## config.mk

```make
export PLATFORM = sky130hd
export DESIGN_NAME = word_removal_stream_filter_core
export DESIGN_NICKNAME = d
export VERILOG_FILES = /design/src/rtl/wrsf_pkg.sv /design/src/rtl/word_removal_stream_filter_core.sv /design/src/rtl/wrsf_datapath.sv /design/src/rtl/wrsf_controller.sv
export SDC_FILE = /design/constraint.sdc
export NUM_CORES = 1
export LEC_CHECK = 0
export BUFFER_PORTS_ARGS = -buffer_cell sky130_fd_sc_hd__buf_4
export CAP_MARGIN = 40
export CORE_MARGIN = 3
export CORE_UTILIZATION = 30
export DETAILED_ROUTE_END_ITERATION = 10
export GPL_TIMING_DRIVEN = 0
export PLACE_DENSITY = 0.53
export SLEW_MARGIN = 40
export SYNTH_ARGS = -nofsm -noshare
export SYNTH_HDL_FRONTEND = slang
export SYNTH_HIERARCHICAL = 1
export SYNTH_SLANG_ARGS = --single-unit
```

## constraint.sdc

```tcl
create_clock -name clk -period 8.2 [get_ports clk]
set_input_delay 0 -clock clk [delete_from_list [all_inputs] [get_ports clk]]
set_output_delay 0 -clock clk [all_outputs]
set_load 0.03 [all_outputs]
```

## src/rtl/wrsf_pkg.sv

```systemverilog
// ----------------------------------------------------------------------------
// wrsf_pkg
// Shared constants, codes and controller/datapath interface types for the
// word removal stream filter.
// ----------------------------------------------------------------------------
package wrsf_pkg;

  localparam int TARGET_MAX   = 8;
  localparam int CHAR_W       = 8;
  localparam int WORD_W       = TARGET_MAX * CHAR_W;
  localparam int LEN_W        = 4;
  localparam int CFG_INDEX_W  = 2;
  localparam int BYTE_SEL_W   = $clog2(TARGET_MAX);

  typedef logic [CFG_INDEX_W-1:0] cfg_index_t;

  // configuration register indexes
  localparam cfg_index_t CFG_TARGET_WORD   = 2'd0;
  localparam cfg_index_t CFG_TARGET_LENGTH = 2'd1;
  localparam cfg_index_t CFG_DELIMITER     = 2'd2;

  localparam logic [CHAR_W-1:0] DELIMITER_RESET = 8'd32;

  // source of the next result
  typedef enum logic [1:0] {
    SEL_DELIM,
    SEL_BYTE,
    SEL_CHAR,
    SEL_MARK
  } out_sel_t;

  typedef struct packed {
    logic     load;
    logic     emit;
    out_sel_t sel;
  } wrsf_cmd_t;

  typedef struct packed {
    logic dec_delim;
    logic dec_bytes;
    logic dec_char;
    logic dec_mark;
    logic q_bytes;
    logic q_char;
    logic q_mark;
    logic bytes_done;
    logic out_free;
  } wrsf_status_t;

endpackage

```

## src/rtl/word_removal_stream_filter_core.sv

```systemverilog
// ----------------------------------------------------------------------------
// word_removal_stream_filter_core
// Byte-stream word filter that drops every word equal to a configured target.
// ----------------------------------------------------------------------------
// One input transaction is taken and then the block emits its results at
// one per cycle, while the output is not stalled, through a single output
// register; the input stays stalled until the last result is issued. An
// item has 0 to 11 results (optional separator, up to eight replayed prefix
// bytes, the byte itself and the end-of-string marker); an item that only
// extends a matching prefix has none, an ordinary word byte one. Output
// stall holds the sequencer on the pending result. The configuration port
// is always ready and must only be written while no transaction is in flight.
module word_removal_stream_filter_core (
  input  logic                        clk,
  input  logic                        rst,
  input  logic                        in_valid,
  output logic                        in_stall,
  input  logic [wrsf_pkg::CHAR_W-1:0] in_char,
  input  logic                        in_last,
  output logic                        out_valid,
  input  logic                        out_stall,
  output logic [wrsf_pkg::CHAR_W-1:0] out_char,
  output logic                        out_marker,
  output logic                        out_last,
  input  logic                        cfg_valid,
  output logic                        cfg_ready,
  input  wrsf_pkg::cfg_index_t        cfg_index,
  input  logic [wrsf_pkg::WORD_W-1:0] cfg_data
);

  wrsf_pkg::wrsf_cmd_t    cmd;
  wrsf_pkg::wrsf_status_t sts;

  wrsf_controller u_ctrl (
    .clk      (clk),
    .rst      (rst),
    .in_valid (in_valid),
    .in_stall (in_stall),
    .sts      (sts),
    .cmd      (cmd)
  );

  wrsf_datapath u_dp (
    .clk        (clk),
    .rst        (rst),
    .cfg_valid  (cfg_valid),
    .cfg_ready  (cfg_ready),
    .cfg_index  (cfg_index),
    .cfg_data   (cfg_data),
    .in_char    (in_char),
    .in_last    (in_last),
    .out_valid  (out_valid),
    .out_stall  (out_stall),
    .out_char   (out_char),
    .out_marker (out_marker),
    .out_last   (out_last),
    .cmd        (cmd),
    .sts        (sts)
  );

endmodule

```

## src/rtl/wrsf_datapath.sv

```systemverilog
// ----------------------------------------------------------------------------
// wrsf_datapath
// Configuration registers, word tracking state, per-transaction result plan,
// replay counter and output register.
// ----------------------------------------------------------------------------
module wrsf_datapath (
  input  logic                           clk,
  input  logic                           rst,
  input  logic                           cfg_valid,
  output logic                           cfg_ready,
  input  wrsf_pkg::cfg_index_t           cfg_index,
  input  logic [wrsf_pkg::WORD_W-1:0]    cfg_data,
  input  logic [wrsf_pkg::CHAR_W-1:0]    in_char,
  input  logic                           in_last,
  output logic                           out_valid,
  input  logic                           out_stall,
  output logic [wrsf_pkg::CHAR_W-1:0]    out_char,
  output logic                           out_marker,
  output logic                           out_last,
  input  wrsf_pkg::wrsf_cmd_t            cmd,
  output wrsf_pkg::wrsf_status_t         sts
);

  logic [wrsf_pkg::WORD_W-1:0] target_word;
  logic [wrsf_pkg::LEN_W-1:0]  target_length;
  logic [wrsf_pkg::CHAR_W-1:0] delimiter;

  logic                        in_word;
  logic                        word_passing;
  logic [wrsf_pkg::LEN_W-1:0]  held_count;
  logic                        emitted_any;

  logic [wrsf_pkg::CHAR_W-1:0] q_char_in;
  logic [wrsf_pkg::LEN_W-1:0]  q_count;
  logic                        q_bytes;
  logic                        q_char;
  logic                        q_mark;
  logic [wrsf_pkg::LEN_W-1:0]  idx;

  // decision for the item on the input port
  logic [wrsf_pkg::LEN_W-1:0]  eff_len;
  logic                        is_delim;
  logic [wrsf_pkg::LEN_W-1:0]  h0;
  logic [wrsf_pkg::LEN_W-1:0]  h1;
  logic                        p0;
  logic                        match;
  logic                        rep;
  logic                        emit_c;
  logic [wrsf_pkg::LEN_W-1:0]  rcount;
  logic                        in_word_next;
  logic                        word_passing_next;
  logic [wrsf_pkg::LEN_W-1:0]  held_count_next;
  logic                        emitted_any_next;
  logic                        out_valid_next;

  assign cfg_ready = 1'b1;

  always_comb begin
    eff_len  = (target_length > wrsf_pkg::LEN_W'(wrsf_pkg::TARGET_MAX))
               ? wrsf_pkg::LEN_W'(wrsf_pkg::TARGET_MAX) : target_length;
    is_delim = (in_char == delimiter);
    h0       = in_word ? held_count : '0;
    p0       = in_word & word_passing;
    h1       = h0 + wrsf_pkg::LEN_W'(1);
    match    = (h0 < eff_len) &&
               (in_char == target_word[h0[wrsf_pkg::BYTE_SEL_W-1:0]*wrsf_pkg::CHAR_W
                                       +: wrsf_pkg::CHAR_W]);
    rep               = 1'b0;
    emit_c            = 1'b0;
    rcount            = h0;
    in_word_next      = 1'b0;
    word_passing_next = 1'b0;
    held_count_next   = '0;
    priority if (is_delim) begin
      // a word equal to the target is dropped, anything else still held is replayed
      rep    = in_word && !word_passing && !((eff_len != '0) && (held_count == eff_len));
      rcount = held_count;
    end else if (p0) begin
      emit_c            = 1'b1;
      in_word_next      = 1'b1;
      word_passing_next = 1'b1;
    end else if (match) begin
      in_word_next    = 1'b1;
      held_count_next = h1;
      rcount          = h1;
      rep             = in_last && (h1 != eff_len);
    end else begin
      rep               = 1'b1;
      emit_c            = 1'b1;
      in_word_next      = 1'b1;
      word_passing_next = 1'b1;
    end
    if (in_last) begin
      in_word_next      = 1'b0;
      word_passing_next = 1'b0;
      held_count_next   = '0;
    end
    emitted_any_next = in_last ? 1'b0 : (emitted_any | rep);
  end

  always_comb begin
    sts.dec_delim  = rep && emitted_any;
    sts.dec_bytes  = rep && (rcount != '0);
    sts.dec_char   = emit_c;
    sts.dec_mark   = in_last;
    sts.q_bytes    = q_bytes;
    sts.q_char     = q_char;
    sts.q_mark     = q_mark;
    sts.bytes_done = ((idx + wrsf_pkg::LEN_W'(1)) == q_count);
    sts.out_free   = !out_valid || !out_stall;
    out_valid_next = cmd.emit ? 1'b1 : (out_stall ? out_valid : 1'b0);
  end

  always_ff @(posedge clk) begin
    if (rst) begin
      target_word   <= '0;
      target_length <= '0;
      delimiter     <= wrsf_pkg::DELIMITER_RESET;
      in_word       <= 1'b0;
      word_passing  <= 1'b0;
      held_count    <= '0;
      emitted_any   <= 1'b0;
      out_valid     <= 1'b0;
    end else begin
      if (cfg_valid) begin
        unique case (cfg_index)
          wrsf_pkg::CFG_TARGET_WORD:   target_word   <= cfg_data;
          wrsf_pkg::CFG_TARGET_LENGTH: target_length <= cfg_data[wrsf_pkg::LEN_W-1:0];
          wrsf_pkg::CFG_DELIMITER:     delimiter     <= cfg_data[wrsf_pkg::CHAR_W-1:0];
          default: ;
        endcase
      end
      if (cmd.load) begin
        in_word      <= in_word_next;
        word_passing <= word_passing_next;
        held_count   <= held_count_next;
        emitted_any  <= emitted_any_next;
      end
      out_valid <= out_valid_next;
    end
  end

  // result plan and output payload
  always_ff @(posedge clk) begin
    if (cmd.load) begin
      q_char_in <= in_char;
      q_count   <= rcount;
      q_bytes   <= rep && (rcount != '0);
      q_char    <= emit_c;
      q_mark    <= in_last;
      idx       <= '0;
    end else if (cmd.emit && (cmd.sel == wrsf_pkg::SEL_BYTE)) begin
      idx <= idx + wrsf_pkg::LEN_W'(1);
    end
    if (cmd.emit) begin
      unique case (cmd.sel)
        wrsf_pkg::SEL_DELIM: begin
          out_char   <= delimiter;
          out_marker <= 1'b0;
          out_last   <= 1'b0;
        end
        wrsf_pkg::SEL_BYTE: begin
          out_char   <= target_word[idx[wrsf_pkg::BYTE_SEL_W-1:0]*wrsf_pkg::CHAR_W
                                    +: wrsf_pkg::CHAR_W];
          out_marker <= 1'b0;
          out_last   <= 1'b0;
        end
        wrsf_pkg::SEL_CHAR: begin
          out_char   <= q_char_in;
          out_marker <= 1'b0;
          out_last   <= 1'b0;
        end
        wrsf_pkg::SEL_MARK: begin
          out_char   <= '0;
          out_marker <= 1'b1;
          out_last   <= 1'b1;
        end
        default: ;
      endcase
    end
  end

  a_emit_into_free_slot: assert property (@(posedge clk) disable iff (rst)
    cmd.emit |-> sts.out_free)
    else $error("result written over a waiting result");

  a_held_bounded: assert property (@(posedge clk) disable iff (rst)
    held_count <= wrsf_pkg::LEN_W'(wrsf_pkg::TARGET_MAX))
    else $error("held count beyond target capacity");

  a_passing_in_word: assert property (@(posedge clk) disable iff (rst)
    word_passing |-> in_word)
    else $error("streaming flag set outside a word");

  a_marker_clears: assert property (@(posedge clk) disable iff (rst)
    (cmd.load && in_last) |=> (!in_word && !emitted_any && (held_count == '0)))
    else $error("word state not cleared at end of string");

  a_replay_count: assert property (@(posedge clk) disable iff (rst)
    (cmd.emit && (cmd.sel == wrsf_pkg::SEL_BYTE)) |-> (idx < q_count))
    else $error("replay ran past the held count");

endmodule

```

## src/rtl/wrsf_controller.sv

```systemverilog
// ----------------------------------------------------------------------------
// wrsf_controller
// Sequencer that takes one input transaction and then issues its results in
// order: separator, replayed prefix bytes, current byte, end marker.
// ----------------------------------------------------------------------------
module wrsf_controller (
  input  logic                   clk,
  input  logic                   rst,
  input  logic                   in_valid,
  output logic                   in_stall,
  input  wrsf_pkg::wrsf_status_t sts,
  output wrsf_pkg::wrsf_cmd_t    cmd
);

  typedef enum logic [2:0] {
    IDLE,
    SEND_DELIM,
    SEND_BYTE,
    SEND_CHAR,
    SEND_MARK
  } state_t;

  state_t state;
  state_t state_next;

  function automatic state_t pick(input logic d, input logic b, input logic c,
                                  input logic m);
    state_t s;
    priority if (d) s = SEND_DELIM;
    else if (b)     s = SEND_BYTE;
    else if (c)     s = SEND_CHAR;
    else if (m)     s = SEND_MARK;
    else            s = IDLE;
    return s;
  endfunction

  assign in_stall = (state != IDLE);

  always_comb begin
    cmd.load   = 1'b0;
    cmd.emit   = 1'b0;
    cmd.sel    = wrsf_pkg::SEL_CHAR;
    state_next = state;
    unique case (state)
      IDLE: begin
        if (in_valid) begin
          cmd.load   = 1'b1;
          state_next = pick(sts.dec_delim, sts.dec_bytes, sts.dec_char, sts.dec_mark);
        end
      end
      SEND_DELIM: begin
        if (sts.out_free) begin
          cmd.emit   = 1'b1;
          cmd.sel    = wrsf_pkg::SEL_DELIM;
          state_next = pick(1'b0, sts.q_bytes, sts.q_char, sts.q_mark);
        end
      end
      SEND_BYTE: begin
        if (sts.out_free) begin
          cmd.emit = 1'b1;
          cmd.sel  = wrsf_pkg::SEL_BYTE;
          if (sts.bytes_done) begin
            state_next = pick(1'b0, 1'b0, sts.q_char, sts.q_mark);
          end
        end
      end
      SEND_CHAR: begin
        if (sts.out_free) begin
          cmd.emit   = 1'b1;
          cmd.sel    = wrsf_pkg::SEL_CHAR;
          state_next = pick(1'b0, 1'b0, 1'b0, sts.q_mark);
        end
      end
      SEND_MARK: begin
        if (sts.out_free) begin
          cmd.emit   = 1'b1;
          cmd.sel    = wrsf_pkg::SEL_MARK;
          state_next = IDLE;
        end
      end
      default: state_next = IDLE;
    endcase
  end

  always_ff @(posedge clk) begin
    if (rst) begin
      state <= IDLE;
    end else begin
      state <= state_next;
    end
  end

  a_load_only_idle: assert property (@(posedge clk) disable iff (rst)
    cmd.load |-> (state == IDLE) && !cmd.emit)
    else $error("transaction taken while results pending");

  a_mark_returns_idle: assert property (@(posedge clk) disable iff (rst)
    (cmd.emit && (cmd.sel == wrsf_pkg::SEL_MARK)) |=> (state == IDLE))
    else $error("sequencer did not finish after end marker");

  a_stall_while_busy: assert property (@(posedge clk) disable iff (rst)
    (state != IDLE) |-> in_stall && !cmd.load)
    else $error("input open while results pending");

endmodule

```

==> Yosys cells after proc, flatten, opt, wreduce, memory -nomap -nowiden <==
Cells that the tools add are included.
{ "totals": {"reg_bits": 115, "input_bits": 80, "output_inout_bits": 13, "elab_cells": 114} }
{ "op_classes": {"addsub": 2, "n_lt_le_gt_ge": 2, "eq_ne": 21, "shifts": 2, "n_mux": 44, "bitwise": 2, "reduce_logical": 24} }
{ "ops": {"columns": ["op", "count"], "rows": [
  ["64-bit by 7-bit indexed part select with 8-bit output", 2],
  ["3-bit two-way mux", 17],
  ["4-bit two-way mux", 9],
  ["8-bit case mux with 4 select lines", 1],
  ["8-bit == test", 2],
  ["3-bit case mux with 5 select lines", 1],
  ["1-bit two-way mux", 14],
  ["2-bit != test (second input constant)", 6],
  ["3-bit case mux with 4 select lines", 1],
  ["4-bit by 1-bit adder with 4-bit output (second input constant)", 2],
  ["4-bit == test", 2],
  ["1-bit logical AND", 8],
  ["4-bit nonzero test", 2],
  ["2-bit == test (second input constant)", 3],
  ["3-bit by 2-bit == test with 1-bit output (second input constant)", 2],
  ["2-bit AND reduction", 3],
  ["6-bit AND reduction", 1],
  ["2-bit by 1-bit == test with 1-bit output (second input constant)", 2],
  ["4-bit greater-than comparator (second input constant)", 1],
  ["1-bit zero test", 4],
  ["2-bit zero test", 2],
  ["4-bit < comparator", 1],
  ["4-bit != test", 1],
  ["3-bit by 1-bit == test with 1-bit output (second input constant)", 1],
  ["9 further kinds", 9]
]} }

==> Depth between registers and ports, before layout <==
{ "logic_depth": {"ltp_word": 13, "ltp_mapped": 20, "depth_no_buf": 17} }

==> Hierarchy <==
Netlist, hierarchy kept.
{ "modules_own_cells": {"columns": ["mod", "instances", "cells_each", "area_each_um2"], "rows": [
  ["wrsf_datapath", 1, 641, 5869.4],
  ["wrsf_controller", 1, 52, 380.4]
]} }

==> Least setup slack after synthesis <==
OpenSTA, ideal clock, no wires.
{ "synth_timing": {"path_type": "register to register", "from": "reg u_dp/held_count[1] (netlist bit)", "to": "reg u_ctrl.state[0]", "arrival_time_ps": 3380, "required_ps": 8073, "setup_slack_ps": 4693, "path_stages_with_launch": 20, "period_less_slack_ps": 3507, "path_cell_list": "dfxtp_1 > buf_2 > nand2_1 > inv_1 > ha_1 > nor2b_1 > o211ai_1 > nand3_1 > mux2_2 > nor4_2 > and2_1 > clkbuf_1 > ha_1 > inv_1 > o22ai_1 > a41oi_2 > inv_1 > a21oi_1 > o32a_1 > a211oi_1"} }
{ "synth_lines": {"columns": ["item", "line", "text"], "rows": [
  ["from (decl)", "wrsf_datapath.sv:30", "logic [wrsf_pkg::LEN_W-1:0] held_count;"],
  ["from (signal assigned)", "wrsf_datapath.sv:136", "held_count <= held_count_next;"],
  ["to (signal assigned)", "wrsf_controller.sv:89", "state <= state_next;"],
  ["to (decl)", "wrsf_controller.sv:23", "state_t state;"]
]} }

==> impl_results.md <==
- Status: complete, no violations
- Hold Startpoint: cfg_index[1]
- Worst setup path startpoint: u_dp/held_count[1]
- Critical Path Start Type: flip-flop
- Number of flops mapped to enable cells by yosys: 24
- Met1 Track Usage GR: approximately 24%
- Synth area leader: dfxtp_1
- #FFs+latches synth: 115
- Clock skew: 0.0157 ns
- Routed length per placed instance: between 15 and 20 µm
- Crit-path max FO: 10
- Clk sinks: 115
- Crit-path most repeated cell: inv_1
- Yosys cell types: just over 70
- Row cnt: 52
- Seq/Total Area, Yosys: 40.7%
- CP delay by family, top: simple AND/OR/NAND/NOR gates
- Maximum vdd drop: 124 µV
- Initial antenna violation count: 0
- Root Buffer: clkbuf_16
- Worst Slack Setup Final: 3.76 ns
- Max H-tree Level: 4
- RSZ-0062 raised after global routing: no
- Total track usage: 17.4%
- Detailed-route via count: 5651
- Clock buffer depth: 2
- Synth top area cells: dfxtp_1 29%, edfxtp_1 12%, nand2_1 9.0%
- DP Wirelength: 14.6 mm
- CP bufs+invs: 5
- Chip Width: ~150 µm
- Setup TNS: 0 ns
- Initial drt markers: 352
- Share of post-route cells with drive strength above 1: 20.5%
- Initial Util: 30.7%
- Slew margin rel.: 48.2%
- Critical path arrival: 4.73 ns
- Total routed wirelength: 19.4 mm
- Worst path cell trace: buf_2, nand2_1, inv_1, ha_1, nor2b_1, o211ai_1, nand3_1, mux2_2, nor4_2, and2_1, clkbuf_1, ha_1, inv_1, o22ai_1, a41oi_2, inv_1, a21oi_1, o32a_1, a211oi_1
- Worst reg2reg path startpoint: u_dp/held_count[1]
- Ys flop type: dfxtp_1
- Total CTS buffers: 17
- Met3 GRT Util: 3.22%
- Clock-pin slew on the worst setup and hold paths: 0.05 ns
- Synth-to-layout area growth: 37.6%
- Largest net degree at the start of global routing: 22
- Remaining Overflow, GRT: 0
- I/O Pins: 93
- Critical Path Max Stage Delay: 0.46 ns
- Hold Fails Final Rpt: 0
- Synth warnings: 6
- Crit path kind: flip-flop to flip-flop
- Antenna Cells: 0
- Die ar.: 22600 µm²
- Count of buffers from port buffering: 91
- Residual DRC: 0
- Final worst path period share: 54.2%
- # setup viols final: 0
- Met2 usage in global routing: 27.5%
- Clk_lat worst skew: about 0.42 ns
- Actual slew at the worst max-slew pin: 0.777 ns
- Setup Buffers After CTS: 0
- Layer with the highest usage: met2
- Final number of max-transition violations: 0
- FMAX: 225 MHz
- Top cell type's share of synthesized area: 29.1%
- Power density over cell area: 205 nW/µm²
- Drt pass-1 iters: 5
- Core box area: 20400 µm²
- TritonCTS clock tree: done
- Syn_nets: 780
- Via-to-Cell Ratio: 4.86
- Leak Pwr: 3.36 nW
- Asr flop ratio synth: 0%
- Vias in the first global route: 5411
- HP Class: input pin to flip-flop
- Antenna Nets Post-Route: 0
- GPL Wtd Cong: 0.899
- CP Capture Type: flip-flop
- Chip height: 150 µm
- Dpl ws: 3.88 ns
- First-pass GRT wire length: 29.8 mm
- Slowest stage cell, crit path: dfxtp_1
- Cell count after synthesis: 693
- Final nets: 967
- Number of max-cap violations: 0
- Min Tclk post-route: roughly 4.4 ns
- Worst EP required: ~8.5 ns
- Cell Area, Synth: about 6200 µm²
- Syn avg cell area: 9.02 µm²
==> power by group <==
group | total (mW) | internal (mW) | switching (mW)
sequential | 0.664 | 0.639 | 0.0252
combinational | 0.417 | 0.188 | 0.229
clock | 0.681 | 0.438 | 0.243
total | 1.76 | 1.26 | 0.497
==> registers in the layout, indices dropped and copies added, names as in the netlist <==
signal and cells:
u_ctrl/state 3, u_dp/delimiter 8, u_dp/emitted_any 1, u_dp/held_count 4, u_dp/idx 4, u_dp/in_word 1, u_dp/out_char 8, u_dp/out_last 1
u_dp/out_valid 1, u_dp/q_bytes 1, u_dp/q_char 1, u_dp/q_char_in 8, u_dp/q_count 4, u_dp/q_mark 1, u_dp/target_length 4, u_dp/target_word 64
u_dp/word_passing 1
==> through the flow <==
step	std cells	hold slack [ns]	power (mW)	utilization, %	cell area (µm²)
CTS	1163	0.121	1.78	42.2	8600
finish	1163	0.138	1.76	42.2	8600
floorplan	693	0.0721	0.926	-	6250
global route	1163	0.159	1.84	42.2	8600
detailed placement	1055	0.221	1.06	35.8	7290
global placement	1054	0.221	1.06	35.7	7270
==> cells in the final DEF, fill, tap and decap left out, drive strengths merged, types with 5 or more instances in the layout <==
cell         count
mux4            20
buf            119
nor2b           10
a21oi           93
inv             20
or2              6
o21ai            9
nand3            8
nand2          151
nor2            26
ha               7
o221ai           5
clkbuf          56
edfxtp          24
o22ai           15
nand2b           8
nor4             6
xnor2           15
dlygate4sd3     76
dfxtp           91
mux2             6
xor2            16
mux2i           40
nand3b           8
==> kinds of logic (layout without fill, tap and decap cells) <==
group / count (synthesis) / after routing / synth area share (%)
other: 1 / 1 / 0.0600
AO/OA/AOI/OAI: 152 / 152 / 14.7
XOR/XNOR: 31 / 31 / 4.34
multiplexers: 66 / 66 / 14.8
AND/OR/NAND/NOR: 245 / 245 / 18.3
adder cells (fa/ha/maj): 7 / 7 / 1.40
flip-flops: 115 / 115 / 40.7
buffers and inverters: 76 / 276 / 5.79
==> what timing repair did <==
item / in CTS / in global routing
hold buffers: 76 / 0
resized for setup: 0 / 0
endpoints found under the setup margin: 0 / 0
hold endpoints to repair: 92 / 0
==> worst paths after layout <==
check,slack (ns),to,depth (start not counted)
setup / recovery,3.76,u_ctrl/state[0],19
hold / removal,0.14,u_dp/target_length[0],4
setup reg to reg,3.76,u_ctrl/state[0],19
hold reg to reg,0.47,u_dp/word_passing,2
==> layer usage <==
metal | up-vias | routed length [µm] | part of all wire, %
met5 | - | 0 | 0
met4 | 0 | 295 | 1.5
li1 | 2811 | - | -
met2 | 158 | 9020 | 46
met1 | 2659 | 9220 | 47
met3 | 23 | 913 | 4.7
==> synth_stat cells, drive strengths merged (3+ instances only) <==
cell type	number
xnor2	15
nand3b	8
mux2i	40
o221ai	5
ha	7
nand2	151
nor4	6
a21o	4
nand2b	8
xor2	16
and2	4
inv	20
or2	6
a22oi	4
mux4	20
a21oi	93
o21ai	9
nor2	26
o21bai	3
edfxtp	24
nand4	4
nand3	8
clkbuf	28
buf	28
o22ai	15
dfxtp	91
nor2b	10
mux2	6
==> cell type report <==
class | instances | area, µm²
repair buffers | 168 | 1460
clock buffers | 27 | 493
inverters | 20 | 75.1
fillers | 2026 | 11800
clock inverters | 5 | 50.0
plain buffers | 56 | 289
flip-flops and latches | 115 | 2540
well taps | 270 | 338
multi-input cells | 502 | 3350
==> worst min-delay path: stages <==
cell and delay, ns:
buf_4 0.09, nand3b_1 0.24, mux2i_1 0.11, nor2_1 0.07
(Power assumes the default switching activity.)
